===== src/hdl/nat_pkg.sv =====
// Shared types, constants and a helper function for the source NAT prefix-match block.
package nat_pkg;

  localparam int TABLE_ENTRIES = 64;
  localparam int SLOT_W        = 6;
  localparam int LEN_W         = 6;
  localparam int IDX_W         = (TABLE_ENTRIES > 1) ? $clog2(TABLE_ENTRIES) : 1;
  localparam int CMP_W         = (IDX_W > SLOT_W) ? IDX_W : SLOT_W;

  localparam logic [15:0]      MIN_FRAME_BYTES = 16'd34;
  localparam logic [LEN_W-1:0] MAX_PREFIX_LEN  = 6'd32;

  localparam logic MODE_WRITE  = 1'b0;
  localparam logic MODE_PACKET = 1'b1;

  typedef enum logic [1:0] {
    ST_MISS    = 2'd0,
    ST_REWRITE = 2'd1,
    ST_SHORT   = 2'd2,
    ST_WRITE   = 2'd3
  } status_t;

  // One request as it travels down the cell chain, with the best match found so far.
  typedef struct packed {
    logic              mode;
    logic [SLOT_W-1:0] slot;
    logic [31:0]       prefix;
    logic [LEN_W-1:0]  plen;
    logic [31:0]       new_addr;
    logic              ent_valid;
    logic              short_frame;
    logic [31:0]       w0;
    logic [31:0]       w1;
    logic [31:0]       w2;
    logic [31:0]       src;
    logic [31:0]       w4;
    logic              hit;
    logic [LEN_W-1:0]  best_len;
    logic [31:0]       best_addr;
  } item_t;

  // Leading-ones mask for a prefix length of 0 to 32.
  function automatic logic [31:0] len_mask(input logic [LEN_W-1:0] len);
    len_mask = ~(32'hffff_ffff >> len);
  endfunction

endpackage


===== src/hdl/nat_csum.sv =====
// Result stage: header checksum recomputation and the output register.
module nat_csum (
  input  logic            clk,
  input  logic            rst_n,
  input  logic            adv,
  input  logic            in_vld,
  input  nat_pkg::item_t  in_item,
  output logic            out_vld,
  output nat_pkg::status_t out_status,
  output logic [31:0]     out_src,
  output logic [15:0]     out_csum
);

  logic             vld_r;
  nat_pkg::status_t status_r;
  nat_pkg::status_t status_nxt;
  logic [31:0]      src_r;
  logic [31:0]      src_nxt;
  logic [15:0]      csum_r;
  logic [15:0]      csum_nxt;
  logic [19:0]      sum;
  logic [16:0]      fold1;
  logic [15:0]      fold2;

  // Nine halfwords: the checksum field itself counts as zero.
  assign sum = 20'(in_item.w0[31:16]) + 20'(in_item.w0[15:0]) +
               20'(in_item.w1[31:16]) + 20'(in_item.w1[15:0]) +
               20'(in_item.w2[31:16]) +
               20'(in_item.best_addr[31:16]) + 20'(in_item.best_addr[15:0]) +
               20'(in_item.w4[31:16]) + 20'(in_item.w4[15:0]);
  assign fold1 = 17'(sum[15:0]) + 17'(sum[19:16]);
  assign fold2 = fold1[15:0] + 16'(fold1[16]);

  always_comb begin
    status_nxt = nat_pkg::ST_MISS;
    src_nxt    = in_item.src;
    csum_nxt   = in_item.w2[15:0];
    priority if (in_item.mode == nat_pkg::MODE_WRITE) begin
      status_nxt = nat_pkg::ST_WRITE;
      src_nxt    = 32'd0;
      csum_nxt   = 16'd0;
    end else if (in_item.short_frame) begin
      status_nxt = nat_pkg::ST_SHORT;
    end else if (in_item.hit) begin
      status_nxt = nat_pkg::ST_REWRITE;
      src_nxt    = in_item.best_addr;
      csum_nxt   = ~fold2;
    end else begin
      status_nxt = nat_pkg::ST_MISS;
    end
  end

  always_ff @(posedge clk) begin
    if (!rst_n) begin
      vld_r <= 1'b0;
    end else if (adv) begin
      vld_r <= in_vld;
    end
  end

  always_ff @(posedge clk) begin
    if (adv) begin
      status_r <= status_nxt;
      src_r    <= src_nxt;
      csum_r   <= csum_nxt;
    end
  end

  assign out_vld    = vld_r;
  assign out_status = status_r;
  assign out_src    = src_r;
  assign out_csum   = csum_r;

endmodule


===== config.mk =====
export PLATFORM = sky130hd
export DESIGN_NAME = nat_csum
export DESIGN_NICKNAME = d
export VERILOG_FILES = /design/src/hdl/nat_pkg.sv /design/src/hdl/nat_csum.sv
export SDC_FILE = /design/constraint.sdc
export NUM_CORES = 1
export LEC_CHECK = 0
export BUFFER_PORTS_ARGS = -buffer_cell sky130_fd_sc_hd__buf_4
export CORE_UTILIZATION = 25
export CTS_BUF_LIST = sky130_fd_sc_hd__clkbuf_4
export DETAILED_ROUTE_END_ITERATION = 10
export PLACE_DENSITY = 0.5
export SLEW_MARGIN = 10
export SYNTH_ARGS = -nofsm -noshare
export SYNTH_HDL_FRONTEND = slang
export SYNTH_SLANG_ARGS = --single-unit

===== constraint.sdc =====
create_clock -name clk -period 9.35 [get_ports clk]
set_input_delay 0.935 -clock clk [delete_from_list [all_inputs] [get_ports clk]]
set_output_delay 0.935 -clock clk [all_outputs]
set_load 0.05 [all_outputs]

## Word-level counts from Yosys, hierarchy flattened

Index checks and enable logic that the tools add are counted.

- Bitwise operators: 2
- Equal/unequal tests: 0
- Add/sub/neg operators: 10
- Reduce and logical (&&, ||, !) cells: 1
- $mul: 0
- Order comparisons: 0
- Shifts and indexed selects: 0
- Divide/modulo/power cells: 0
- Mux-type cells: 6

Operator list:

| cell | count |
|---|---|
| adder 20 x 16 -> 20 bit | 4 |
| 2-to-1 mux 32 bit | 2 |
| 2-to-1 mux 16 bit | 2 |
| adder 19 x 16 -> 20 bit | 1 |
| adder 18 x 16 -> 19 bit | 1 |
| adder 17 x 16 -> 18 bit | 1 |
| adder 16 x 16 -> 17 bit | 1 |
| adder 16 x 4 -> 17 bit | 1 |
| adder 16 x 1 -> 16 bit | 1 |
| inverter 16 bit | 1 |
| 2-to-1 mux 1 bit | 2 |
| OR reduction 2 bit | 1 |
| inverter 1 bit | 1 |

- Logic and storage cells: 24
- Input bits: 282
- ROM bits: 0
- Bits in writable memories: 0
- Flip-flop bits (word level): 51
- Output and inout port bits: 51
- Memories kept: 0
- Latch bits: 0

## Longest topological paths before layout

- Word-level depth: 13
- Mapped depth: 35
- Depth with buffers taken out: 35

## Least setup slack after synthesis

No wires, ideal clock.

- Kind: input port to flip-flop
- Start point: in in_item[2] (netlist name)
- End point: reg csum_r[14], in the netlist out_csum[14] (data pin)
- Required time: 9,183 ps
- Arrival: 7,772 ps
- Cell stages on the path: 35
- Buffers on the path: 0
- Setup slack: 1,411 ps
- Cells stage by stage: inv_1 > fa_1 > inv_1 > fa_1 > fa_1 > inv_1 > fa_1 > inv_1 > ha_1 > inv_1 > fa_1 > nand2b_1 > a21oi_2 > o2111ai_1 > a41oi_1 > o21ai_0 > nand2b_1 > xor2_1 > ha_1 > inv_1 > fa_1 > nor2b_1 > o21ai_0 > and2b_2 > nor2_1 > and3_2 > ha_1 > ha_1 > nand2_1 > nor2_1 > o211ai_1 > a21oi_1 > o2111ai_1 > xor2_1 > a211oi_1

- Cells in the longest elaborated chain, start to end: 8

RTL lines:

| what | line | RTL |
|---|---|---|
| start: declaration | nat_csum.sv:7 | `input nat_pkg::item_t in_item,` |
| adder 20 x 16 -> 20 bit (2 in a row) | nat_csum.sv:29 | `20'(in_item.best_addr[31:16]) + 20'(in_item.best_addr[15:0]) +` |
| adder 20 x 16 -> 20 bit | nat_csum.sv:30 | `20'(in_item.w4[31:16]) + 20'(in_item.w4[15:0]);` |
| adder 16 x 4 -> 17 bit | nat_csum.sv:31 | `assign fold1 = 17'(sum[15:0]) + 17'(sum[19:16]);` |
| adder 16 x 1 -> 16 bit | nat_csum.sv:32 | `assign fold2 = fold1[15:0] + 16'(fold1[16]);` |
| inverter 16 bit | nat_csum.sv:47 | `csum_nxt = ~fold2;` |
| 2-to-1 mux 16 bit | nat_csum.sv:44 | `end else if (in_item.hit) begin` |
| 2-to-1 mux 16 bit | nat_csum.sv:42 | `end else if (in_item.short_frame) begin` |
| end signal: assignment | nat_csum.sv:65 | `csum_r <= csum_nxt;` |
| end: declaration | nat_csum.sv:19 | `logic [15:0] csum_r;` |

Every way passes these cells.
A chain may end at the register's enable or synchronous reset.

## Worst setup path in the final report

Same ends and word-level chain as after synthesis.

==> flow_metrics.tcl <==
set metrics [dict create \
    status "finished, violations left" \
    violations "DRC" \
    crit_buf_inv 7 \
    postSynthCellCount 695 \
    postSynthNetCount 1115 \
    ys.warnings.count 0 \
    slew_headroom_pct 33.90 \
    min-delay-start "out_vld" \
    synth_edf_count 50 \
    synth-main-ff-cell "edfxtp_1" \
    seq_area_mm2 0.001521 \
    hpwl_um 16180 \
    clk_latency_ns 0.40 \
    dieArea_mm2 0.02748 \
    postCtsHoldBufs 0 \
    vias_per_cell 4.316 \
    cp_slowest_cell "fa_1" \
    ff2ff_path_depth 2 \
    drive_above_1_share_pct 30.61 \
    cp_max_fo 5 \
    synth_top_cells_by_count "inv_1, fa_1, nand2_1" \
    fin_tns_setup_ns 0 \
    period_share_pct 89.38 \
    grt_overflow 0 \
    required_ns 9.61 \
    synthTopCellsByArea "fa_1, edfxtp_1, inv_1" \
    crit_cells 36 \
    worstPathArrival_ns 8.61 \
    wirelength_um 19210 \
    wl_per_cell_um 15.04 \
    place_congestion 0.8048 \
    synth_cell_types 67 \
    drc_errors 18 \
    dpl_cell_area_mm2 0.008957 \
    powerDensity_mw_per_mm2 447.1 \
    finalPower_mw 4.044 \
    leakage_nw 4.387 \
    finalNonFillerCells 1277 \
    endpoint_kind "flip-flop" \
    cts.sinks 51 \
    startpoint_type "input pin" \
    rsz0062_at_grt "no" \
    setup_viol 0 \
    fin_skew_ns 0 \
    period_needed_ns 8.357 \
    ys_ff_latch 51 \
    coreArea_mm2 0.02621 \
    drt_iter0_drc 316 \
    min_path_cells 2 \
    htree_levels 2 \
    die_w_um 165.8 \
    start_util_pct 25.59 \
    hp-class "reg2reg" \
    synth_top_area_cell "fa_1" \
    path_delay_family "adder cells" \
    max_freq_mhz 119.7 \
    grt_start_max_net_pins 52 \
    port_buffers 249 \
    drv_slew 0 \
    vias 5512 \
    nFillCells 2737 \
    grt_pass1_vias 5801 \
    post_cts_resized 0 \
    nets 1360 \
    grt_pass1_wl_um 30960 \
    postRouteAntennaNets 0 \
    hold_viol 0 \
    antenna_found_initial 1 \
    clkTransAtPathRegs_ns 0.19 \
    reg2reg_from "out_vld" \
    yosysMostFrequentCell "inv_1" \
    synth_area_mm2 0.006706 \
    syn_to_final_growth_pct 34.85 \
    crit_type "in2reg" \
    synth_top_area_share_pct 33.13 \
    worst_slew_pin_slew_ns 0.9915 \
    syn_area_per_cell_um2 9.650 \
    io_pins 333 \
    ir_worst_vdd_v 0.0002384 \
    yosysSeqAreaShare_pct 22.69 \
    tritoncts "built" \
    multi_input_area_mm2 0.004461 \
    rows 59 \
    dieHeight_um 165.8 \
    clk_path_buf_depth 2 \
    root_buffer "clkbuf_4" \
    gr-usage-all-layers_pct 14.44 \
    cts-buffers-inserted 5 \
    setup.worst_path.start "in_item[2]" \
    maxCapViolCount 0 \
    final_util_pct 34.51 \
    place_inst 1268 \
    cts_setup_buffers 0 \
    async_flop_share_pct 0 \
    design_area_mm2 0.009044 \
    crit_path_max_incr_delay_ns 0.56 \
    drtPass1Iterations 8 \
]
-- layout make-up --
type                    instances  share of cell area, %
multi-input cells             456                  49.32
repair buffers                255                  21.17
flip-flops and latches         51                  16.82
inverters                     171                  7.097
well taps                     335                  4.635
clock inverters                 3                 0.5119
clock buffers                   5                 0.4151
diodes                          1                0.02767
-- power breakdown --
group          internal, mW  switching [mW]
Sequential            0.296          0.0100
Clock                0.0572          0.0930
Combinational          1.48            2.11
Total                  1.83            2.22
-- placed cells by master, fill, tap and decap left out, drive strengths merged, types with 3 or more instances in the layout --
| cell | instances |
|---|---|
| a21o | 9 |
| inv | 172 |
| ha | 27 |
| edfxtp | 50 |
| nor2b | 6 |
| a31oi | 5 |
| and4 | 3 |
| buf | 255 |
| and3 | 4 |
| nor2 | 28 |
| nand2b | 8 |
| a211oi | 9 |
| xor2 | 11 |
| clkbuf | 5 |
| o2111ai | 3 |
| o21ai | 21 |
| nand3 | 3 |
| nand2 | 80 |
| o21a | 5 |
| nor3 | 6 |
| fa | 111 |
| xnor2 | 18 |
| or4 | 3 |
| o211ai | 8 |
| a211o | 3 |
| a21oi | 53 |
-- registers in the layout, indices dropped and copies added (netlist names) --
name / count
out_vld: 1
out_src: 32
out_status: 2
out_csum: 16
-- metrics by stage --
step,hold WS [ns],worst slack (ns)
final,0.5399,0.9933
after global routing,0.5542,0.4502
after CTS,0.5415,0.9222
after detailed placement,0.5147,0.4790
after global placement,0.5106,0.5024
after floorplan,0.7429,1.411
-- logic make-up after synthesis --
logic type,after synthesis,synth area share [%]
and+or+nand+nor,155,11.32
DFF,51,22.69
buffers and inverters,188,10.95
muxes,2,0.3172
AOI/OAI and AO/OA,132,12.76
adders and majority gates,138,38.17
xor gates and xnor gates,29,3.787
-- worst min-delay path: stages (launching register included) --
cell and delay, ns:
dfxtp_1 0.35, mux2i_1 0.12, nor2b_1 0.05
-- metal layers --
metal | wire [um] | global-route usage [%] | vias to the layer above
li1 | - | - | 2696
met1 | 8157 | 18.57 | 2659
met2 | 9780 | 25.94 | 150
met3 | 1120 | 2.026 | 7
met4 | 152 | 2.560 | 0
met5 | 0 | 0 | -
-- worst paths after layout --
path / to / slack, ns
max: out_csum[14] / 0.99
min: out_vld / 0.54
min reg2reg: out_vld / 0.54
max reg2reg: out_vld / 8.75
Power figures use the tool's default switching activity.
