<file path="src/hdl/nat_pkg.sv">
// Shared types, constants and a helper function for the source NAT prefix-match block.
package nat_pkg;

  localparam int TABLE_ENTRIES = 64;
  localparam int SLOT_W        = 6;
  localparam int LEN_W         = 6;
  localparam int IDX_W         = (TABLE_ENTRIES > 1) ? $clog2(TABLE_ENTRIES) : 1;
  localparam int CMP_W         = (IDX_W > SLOT_W) ? IDX_W : SLOT_W;

  localparam logic [15:0]      MIN_FRAME_BYTES = 16'd34;
  localparam logic [LEN_W-1:0] MAX_PREFIX_LEN  = 6'd32;

  localparam logic MODE_WRITE  = 1'b0;
  localparam logic MODE_PACKET = 1'b1;

  typedef enum logic [1:0] {
    ST_MISS    = 2'd0,
    ST_REWRITE = 2'd1,
    ST_SHORT   = 2'd2,
    ST_WRITE   = 2'd3
  } status_t;

  // One request as it travels down the cell chain, with the best match found so far.
  typedef struct packed {
    logic              mode;
    logic [SLOT_W-1:0] slot;
    logic [31:0]       prefix;
    logic [LEN_W-1:0]  plen;
    logic [31:0]       new_addr;
    logic              ent_valid;
    logic              short_frame;
    logic [31:0]       w0;
    logic [31:0]       w1;
    logic [31:0]       w2;
    logic [31:0]       src;
    logic [31:0]       w4;
    logic              hit;
    logic [LEN_W-1:0]  best_len;
    logic [31:0]       best_addr;
  } item_t;

  // Leading-ones mask for a prefix length of 0 to 32.
  function automatic logic [31:0] len_mask(input logic [LEN_W-1:0] len);
    len_mask = ~(32'hffff_ffff >> len);
  endfunction

endpackage

</file>
<file path="src/hdl/nat_cell.sv">
// One cell of the prefix chain: holds a table entry and updates the passing request.
module nat_cell (
  input  logic                     clk,
  input  logic                     rst_n,
  input  logic                     adv,
  input  logic [nat_pkg::IDX_W-1:0] cell_idx,
  input  logic                     in_vld,
  input  nat_pkg::item_t           in_item,
  output logic                     out_vld,
  output nat_pkg::item_t           out_item
);

  localparam int CW = nat_pkg::CMP_W;

  logic                          vld_r;
  nat_pkg::item_t                item_r;
  nat_pkg::item_t                item_nxt;
  logic                          ent_vld_r;
  logic                          ent_vld_nxt;
  logic [31:0]                   ent_prefix_r;
  logic [31:0]                   ent_prefix_nxt;
  logic [nat_pkg::LEN_W-1:0]     ent_len_r;
  logic [nat_pkg::LEN_W-1:0]     ent_len_nxt;
  logic [31:0]                   ent_addr_r;
  logic [31:0]                   ent_addr_nxt;
  logic                          wr;
  logic                          match;

  assign wr = adv && in_vld && (in_item.mode == nat_pkg::MODE_WRITE) &&
              (CW'(in_item.slot) == CW'(cell_idx));

  assign match = ent_vld_r && (in_item.mode == nat_pkg::MODE_PACKET) &&
                 !in_item.short_frame &&
                 (((in_item.src ^ ent_prefix_r) & nat_pkg::len_mask(ent_len_r)) == 32'd0);

  always_comb begin
    item_nxt       = in_item;
    ent_vld_nxt    = ent_vld_r;
    ent_prefix_nxt = ent_prefix_r;
    ent_len_nxt    = ent_len_r;
    ent_addr_nxt   = ent_addr_r;
    // A strictly longer prefix is needed to displace an earlier slot.
    if (match && (!in_item.hit || (ent_len_r > in_item.best_len))) begin
      item_nxt.hit       = 1'b1;
      item_nxt.best_len  = ent_len_r;
      item_nxt.best_addr = ent_addr_r;
    end
    if (wr) begin
      ent_vld_nxt    = in_item.ent_valid;
      ent_prefix_nxt = in_item.prefix;
      ent_len_nxt    = in_item.plen;
      ent_addr_nxt   = in_item.new_addr;
    end
  end

  always_ff @(posedge clk) begin
    if (!rst_n) begin
      vld_r     <= 1'b0;
      ent_vld_r <= 1'b0;
    end else if (adv) begin
      vld_r     <= in_vld;
      ent_vld_r <= ent_vld_nxt;
    end
  end

  always_ff @(posedge clk) begin
    if (adv) begin
      item_r       <= item_nxt;
      ent_prefix_r <= ent_prefix_nxt;
      ent_len_r    <= ent_len_nxt;
      ent_addr_r   <= ent_addr_nxt;
    end
  end

  assign out_vld  = vld_r;
  assign out_item = item_r;

endmodule

</file>
<file path="config.mk">
export PLATFORM = sky130hd
export DESIGN_NAME = nat_cell
export DESIGN_NICKNAME = d
export VERILOG_FILES = /design/src/hdl/nat_pkg.sv /design/src/hdl/nat_cell.sv
export SDC_FILE = /design/constraint.sdc
export NUM_CORES = 1
export LEC_CHECK = 0
export ABC_AREA = 1
export ABC_CLOCK_PERIOD_IN_PS = 19300
export BUFFER_PORTS_ARGS = -buffer_cell sky130_fd_sc_hd__buf_4
export CORE_AREA = 3 3 221 223
export CTS_BUF_LIST = sky130_fd_sc_hd__clkbuf_8
export CTS_CLUSTER_DIAMETER = 150
export DETAILED_ROUTE_END_ITERATION = 7
export DIE_AREA = 0 0 224 226
export GPL_ROUTABILITY_DRIVEN = 1
export GPL_TIMING_DRIVEN = 0
export PLACE_DENSITY = 0.48
export SLEW_MARGIN = 20
export SYNTH_ARGS = -nofsm -noshare
export SYNTH_HDL_FRONTEND = slang
export SYNTH_SLANG_ARGS = --single-unit
</file>
<file path="constraint.sdc">
create_clock -name clk -period 19.3 [get_ports clk]
set_input_delay 1.93 -clock clk [delete_from_list [all_inputs] [get_ports clk]]
set_output_delay 1.93 -clock clk [all_outputs]
set_load 0.1 [all_outputs]
</file>
# Yosys cells after proc, flatten, opt, wreduce, memory -nomap -nowiden
# Index checks and enable logic that the tools add are counted.
word_totals:
  ff_bits: 350
  word_cells: 40
op_classes:
  n_lt_le_gt_ge: 1
  n_eq_ne: 1
  n_shift: 1
  mux: 1
  n_bitwise: 4
  n_reduce_logical: 12
ops:
  columns: ["op", "n"]
  rows:
  - ["38-bit two-way mux", 1]
  - ["32-bit AND", 1]
  - ["32-bit zero test", 1]
  - ["32-bit inverter", 1]
  - ["32-bit by 6-bit >> shifter with 32-bit output, first input constant", 1]
  - ["32-bit XOR", 1]
  - ["1-bit logical AND", 7]
  - ["6-bit equality test", 1]
  - ["6-bit > comparator", 1]
  - ["1-bit zero test", 2]
  - ["2-bit AND reduction", 1]
  - ["1-bit logical OR", 1]
  - ["1-bit inverter", 1]

# Depth between registers and ports, before layout
# Gate-level depths: netlist of run 1.
logic_depth:
  ltp_word: 7
  depth_mapped: 15
  ltp_nobuf: 12

# Worst setup path after synthesis of run 1
# OpenSTA, ideal clock, no wires.
synth_timing:
  path_type: "in2reg"
  from: "input in_item[272] (netlist bit)"
  to: "register ent_vld_r"
  setup_ps: 92
  t_arrival_ps: 7563
  setup_slack_ps: 11645
  stages: 7
  cell_sequence: "inv_1 nor2_1 nor2_1 nand3_1 nor3_1 o21ai_0 a21oi_1"
synth_via:
  elab_chain_cells: 3
synth_lines:
  columns: ["element", "line_no", "text"]
  rows:
  - ["from (decl)", "nat_cell.sv:8", "input nat_pkg::item_t in_item,"]
  - ["6-bit equality test", "nat_cell.sv:30", "(CW'(in_item.slot) == CW'(cell_idx));"]
  - ["1-bit logical AND", "nat_cell.sv:29", "assign wr = adv && in_vld && (in_item.mode == nat_pkg::MODE_WRITE) &&"]
  - ["2-bit AND reduction (no source line)", null, null]
  - ["to (signal assigned)", "nat_cell.sv:62", "ent_vld_r <= ent_vld_nxt;"]
  - ["to (decl)", "nat_cell.sv:18", "logic ent_vld_r;"]
# Every way passes these cells.
# A chain may end at the register's enable or synchronous reset.

# Worst setup path after layout of run 1
layout_timing:
  from: "input adv"
  to: "register ent_addr_r[13], enable pin"
layout_via:
  elab_chain_cells: 4
layout_lines:
  columns: ["element", "line_no", "text"]
  rows:
  - ["from (decl)", "nat_cell.sv:5", "input logic adv,"]
  - ["1-bit logical AND (3 in a row)", "nat_cell.sv:29", null]
  - ["2-bit AND reduction (no source line) *", null, null]
  - ["to (signal assigned)", "nat_cell.sv:71", "ent_addr_r <= ent_addr_nxt;"]
  - ["to (decl)", "nat_cell.sv:24", "logic [31:0] ent_addr_r;"]
# Mark *: on every way between the ends. The rest lies on a longest branch, timed or not.

==> results.json, run 1 <==
{
  "drt-initial-drc-count": 403,
  "core.rowCount": 79,
  "pre_cts_ws_ns": 14.38,
  "syn_area_sq_um": 12500,
  "drv_slew": 0,
  "drtAntennaViolNets": 0,
  "hold_viol_final": 0,
  "h-tree-depth": 2,
  "yosysTopAreaCellShare_pct": 83.8,
  "vdd_drop_max_uv": 55.8,
  "area_growth_pct": 50.3,
  "synth_flop_cell": "edfxtp_1",
  "hp-class": "flop to flop",
  "clk_pin_slew_ns": 0.06,
  "numCtsBuffers": 61,
  "power.leakage_nw": 8.06,
  "drt_pre_antenna_iters": 5,
  "antenna_found_initial": 11,
  "synth-edff-count": 348,
  "dpl.hpwl_um": 32900,
  "num-nets-final": 1720,
  "synth_cells": 786,
  "ys_seq_elements": 350,
  "io_buffers": 566,
  "fin_skew_ns": 0.0374,
  "cap_violations": 0,
  "grt_max_degree": 99,
  "cts_buffer_depth": 3,
  "crit_required_ns": 19.65,
  "powerDensity_nw_per_um2": 109,
  "start_util_pct": 26.7,
  "fmax_mhz": 239,
  "totalWireLength_um": 42600,
  "vias_per_cell": 4.15,
  "synthTopCellsByCount": "edfxtp_1 (348), nand2_1 (198), nand3_1 (69)",
  "cp-end-kind": "flop",
  "drive_gt1_share_pct": 45.8,
  "vias": 8654,
  "overflow": 0,
  "cts_resized": 0,
  "ys_seq_area_share_pct": 84.1,
  "cp.arrival_ns": 4.54,
  "setup_ws_ns": 15.11,
  "setup_viol": 0,
  "ys.warnings.count": 0,
  "cts_tree": "yes",
  "status": "completed",
  "wl_per_cell_um": 20.4,
  "setup_tns_ns": 0,
  "hold_slack_ns": 0.479,
  "pin_count": 567,
  "synth.avg_cell_area_sq_um": 15.9,
  "relSlewSlack_pct": 48.6,
  "grt_pass1_vias": 8812,
  "chipWidth_um": 224,
  "fin_crit_sh_pct": 21.7,
  "post-route-min-period_ns": 4.19,
  "yosys-top-cells-area": "edfxtp_1 (84%), nand2_1 (6.0%), nand3_1 (2.8%), inv_1 (1.7%), nor2_1 (1.1%)",
  "ctsHoldBuffers": 0,
  "grt_pass1_wl_um": 58600,
  "cts_setup_buffers": 0,
  "final_core_util_pct": 40.1,
  "synth-async-reset-ratio_pct": 0,
  "place_congestion": 0.803,
  "crit_fanout": 94,
  "crit_path_start_kind": "input pin",
  "clock_latency_ns": 0.65,
  "worstSetupPathType": "input pin to flop",
  "cts_root_buffer": "clkbuf_8",
  "design.core.area_sq_um": 46800,
  "fill_cells": 4446,
  "yosysMostFrequentCell": "edfxtp_1",
  "drcViolationCount": 0,
  "rsz0062_at_grt": "false",
  "worst_slew_pin_slew_ns": 0.770,
  "dieArea_sq_um": 50600,
  "yosys.area.top_type": "edfxtp_1",
  "grtUsageTotal_pct": 16.0,
  "ys_types": 28,
  "clkSinkCount": 350,
  "fp.dieH_um": 226,
  "synth.net_count": 1080
}
## metrics by stage
stage	total power [mW]	instance area, sq um	std cells
floorplan	1.28	12500	786
global placement	1.43	17500	1959
detailed placement	1.43	17600	1970
CTS	2.08	18700	2081
global route	2.12	18700	2083
finish	2.04	18700	2084
## kinds of logic (layout without fill, tap and decap cells)
logic type,after synthesis,after routing,share of synthesized area (%)
flops,350,350,84.1
simple gates,319,319,10.7
buf+inv,74,762,2.51
xor+xnor,20,20,1.40
compound gates,17,17,0.732
fa+ha+maj,6,6,0.602
other cells,0,3,0
## worst paths after layout
kind | end | start | cells after the start | slack [ns]
hold reg to reg | out_vld | out_vld | 2 | 0.48
hold / removal | out_vld | out_vld | 2 | 0.48
setup / recovery | ent_addr_r[13] | adv | 10 | 15.11
setup reg to reg | out_item[28] | ent_len_r[5] | 11 | 16.21
## critical path, cell delays in order
cell and delay [ns]:
buf_8 0.53, nand2_1 0.16, nor2_1 0.14, nand3_1 0.09, nor3_2 0.59, buf_6 0.24
buf_6 0.16, buf_4 0.19, buf_4 0.20, buf_4 0.21
## cells in the final DEF, fill, tap and decap left out
cell and count:
a21boi_0 1, a21oi_1 7, and2_1 1, buf_16 2, buf_2 7, buf_4 572, buf_6 6, buf_8 1
bufinv_16 2, clkbuf_1 5, clkbuf_8 62, clkinv_1 26, clkinv_2 7, clkinvlp_4 1, dfxtp_1 2, diode_2 3
edfxtp_1 348, ha_1 6, inv_1 68, inv_2 2, inv_6 1, nand2_1 198, nand2_2 2, nand3_1 69
nand3_2 2, nand4_1 2, nor2_1 37, nor2_2 5, nor2_4 1, nor3_2 1, o211ai_1 1, o21ai_0 6
o21ai_1 1, o22ai_1 1, or2_2 1, xnor2_1 6, xor2_1 14
## per-layer routing
metal / wire (um) / global-route usage [%]
met1: 14900 / 16.4
met2: 21900 / 28.7
met3: 4180 / 7.12
met4: 1460 / 6.00
met5: 95 / 0
## cell type report
| class | count | area (sq um) | area share, % |
|---|---|---|---|
| plain buffers | 16 | 95.1 | 0.507 |
| diodes | 3 | 7.51 | 0.0400 |
| repair buffers | 577 | 4390 | 23.4 |
| multi-input cells | 362 | 1680 | 8.96 |
| well taps | 607 | 759 | 4.05 |
| inverters | 58 | 218 | 1.16 |
| clock buffers | 62 | 853 | 4.55 |
| clock inverters | 49 | 254 | 1.35 |
| flip-flops and latches | 350 | 10500 | 56.0 |
## sequential cells by signal, summed over array words and instances, names as in the netlist
signal	cells
ent_prefix_r	32
ent_vld_r	1
out_item	278
ent_addr_r	32
out_vld	1
ent_len_r	6
## power by group
part	switching, mW	total, mW	internal [mW]
Combinational	0.404	0.505	0.101
Sequential	0.0133	0.904	0.891
Clock	0.306	0.630	0.324
No activity file was read; power rests on OpenSTA's default activity.
==> inputs of run 2 (changes only) <==
ABC_CLOCK_PERIOD_IN_PS = 4200   (was 19300)
clock period = 4.2 ns   (was 19.3 ns; I/O delays follow)
==> run 2 against run 1 <==
Against the previous run:
- wire length is 6.0% higher
- power grew to 4.8 times the previous value
- sequential power grew to 4.6 times the previous value
- critical path depth is 1 higher
- core utilization is 5.8 points higher
- final area is 14% higher
- first-iteration DRC count is 5.0% higher
- cell count is 12% higher
==> results.json, run 2 (same netlist as run 1, synthesis figures left out) <==
{
  "cts_tree": "yes",
  "start_util_pct": 26.7,
  "vias_per_cell": 4.14,
  "worstSetupPathType": "flop to flop",
  "grt_pass1_vias": 10300,
  "stdcell_count": 2342,
  "hp-class": "input pin to flop",
  "switchingPower_mw": 3.44,
  "dieArea_sq_um": 50600,
  "cts_resized": 0,
  "h-tree-depth": 3,
  "clkSinkCount": 350,
  "hold_viol_final": 0,
  "vias": 9706,
  "crit_fanout": 10,
  "largest_reg_flops": 278,
  "drive_gt1_share_pct": 39.4,
  "chipWidth_um": 224,
  "fp.dieH_um": 226,
  "setup_viol": 0,
  "clk_pin_slew_ns": 0.06,
  "overflow": 0,
  "relSlewSlack_pct": 58.5,
  "p_int_mw": 6.39,
  "rsz0062_at_grt": "false",
  "cp.arrival_ns": 3.53,
  "wl_per_cell_um": 19.3,
  "cts_buffer_depth": 3,
  "drv_slew": 0,
  "placed_cell_area_sq_um": 17700,
  "place_congestion": 0.790,
  "area_growth_pct": 71.9,
  "io_buffers": 566,
  "clkPwrFrac_pct": 31.8,
  "power.leakage_nw": 9.20,
  "clock_latency_ns": 0.62,
  "design.core.area_sq_um": 46800,
  "cap_violations": 0,
  "setup_tns_ns": 0,
  "drtAntennaViolNets": 0,
  "cts_root_buffer": "clkbuf_8",
  "cts_setup_buffers": 0,
  "pin_count": 567,
  "num-nets-final": 1979,
  "fin_area_sq_um": 21500,
  "grtUsageTotal_pct": 17.3,
  "pre_cts_ws_ns": 1.08,
  "cp-end-kind": "flop",
  "final_common_cell": "buf_4",
  "p_total_mw": 9.82,
  "grt_pass1_wl_um": 64100,
  "dpl.hpwl_um": 32900,
  "fin_crit_sh_pct": 72.5,
  "crit_required_ns": 4.68,
  "comb_power_share_pct": 25.9,
  "core.rowCount": 79,
  "drt_pre_antenna_iters": 6,
  "fmax_mhz": 328,
  "fin_skew_ns": 0.0297,
  "crit_path_start_kind": "flop",
  "drt-initial-drc-count": 423,
  "setup_ws_ns": 1.15,
  "powerDensity_nw_per_um2": 458,
  "worst_slew_pin_slew_ns": 0.623,
  "r2r_setup_slack_ns": 1.15,
  "vdd_drop_max_uv": 255,
  "layout_common_cells": "buf_4 (566), edfxtp_1 (348), dlygate4sd3_1 (256)",
  "antenna_found_initial": 8,
  "dp_cells": 1968,
  "numCtsBuffers": 66,
  "grt_max_degree": 92,
  "status": "completed",
  "ctsHoldBuffers": 256,
  "post-route-min-period_ns": 3.05,
  "seq_power_share_pct": 42.3,
  "drcViolationCount": 0,
  "totalWireLength_um": 45100,
  "p_sw_share_pct": 35.0
}
==> run 2: changes by cell type in the layout (fill, tap and decap cells not counted), sizes merged, moves of 3 or more <==
cell,previous run,this run
diode,3,6
clkbuf,67,72
inv,71,79
dlygate4sd3,0,256
clkinv,33,18
==> run 2: through the flow <==
step | hold slack, ns | utilization, %
after floorplan | 0.504 | -
after global routing | 0.0290 | 45.9
after CTS | 0.000787 | 45.9
final | 0.0728 | 45.9
after global placement | 0.462 | 37.4
after detailed placement | 0.470 | 37.8
==> run 2: layer usage <==
layer	share of wire, %	global-route usage, %	wire length (um)
met1	36	18.5	16400
met2	51	30.3	23100
met3	8.3	6.15	3760
met4	4.0	8.67	1820
met5	0.053	0	24
==> run 2: layout make-up <==
| type | count | area, sq um |
|---|---|---|
| fillers | 4210 | 25300 |
| flip-flops and latches | 350 | 10500 |
| repair buffers | 831 | 6980 |
| multi-input cells | 362 | 1690 |
| clock buffers | 67 | 922 |
| well taps | 607 | 759 |
| clock inverters | 45 | 283 |
| inverters | 58 | 218 |
| plain buffers | 16 | 95.1 |
| diodes | 6 | 15.0 |
==> run 2: worst max-delay path: stages (launching register included) <==
cell      delay [ns]
edfxtp_1        0.64
ha_1            0.41
nand2_1         0.08
nor2_1          0.13
o21ai_0         0.10
o211ai_1        0.09
nand2_1         0.11
nand2_1         0.16
clkbuf_1        0.42
clkbuf_1        0.52
nand3_1         0.14
nand2_1         0.11
==> run 2: path summary, 6_finish.rpt <==
| kind | start | to | depth (start not counted) |
|---|---|---|---|
| min reg2reg | out_vld | out_vld | 2 |
| min | in_item[8] | out_item[8] | 3 |
| max | ent_len_r[5] | out_item[30] | 11 |
| max reg2reg | ent_len_r[5] | out_item[30] | 11 |
==> run 2: power by group through the flow <==
stage	sequential, mW	combinational, mW	clock, mW
after global routing	4.18	2.61	3.41
after detailed placement	4.23	2.35	0
after CTS	4.16	2.56	3.26
after floorplan	5.80	0.0658	0
after global placement	4.23	2.33	0
final	4.16	2.54	3.12
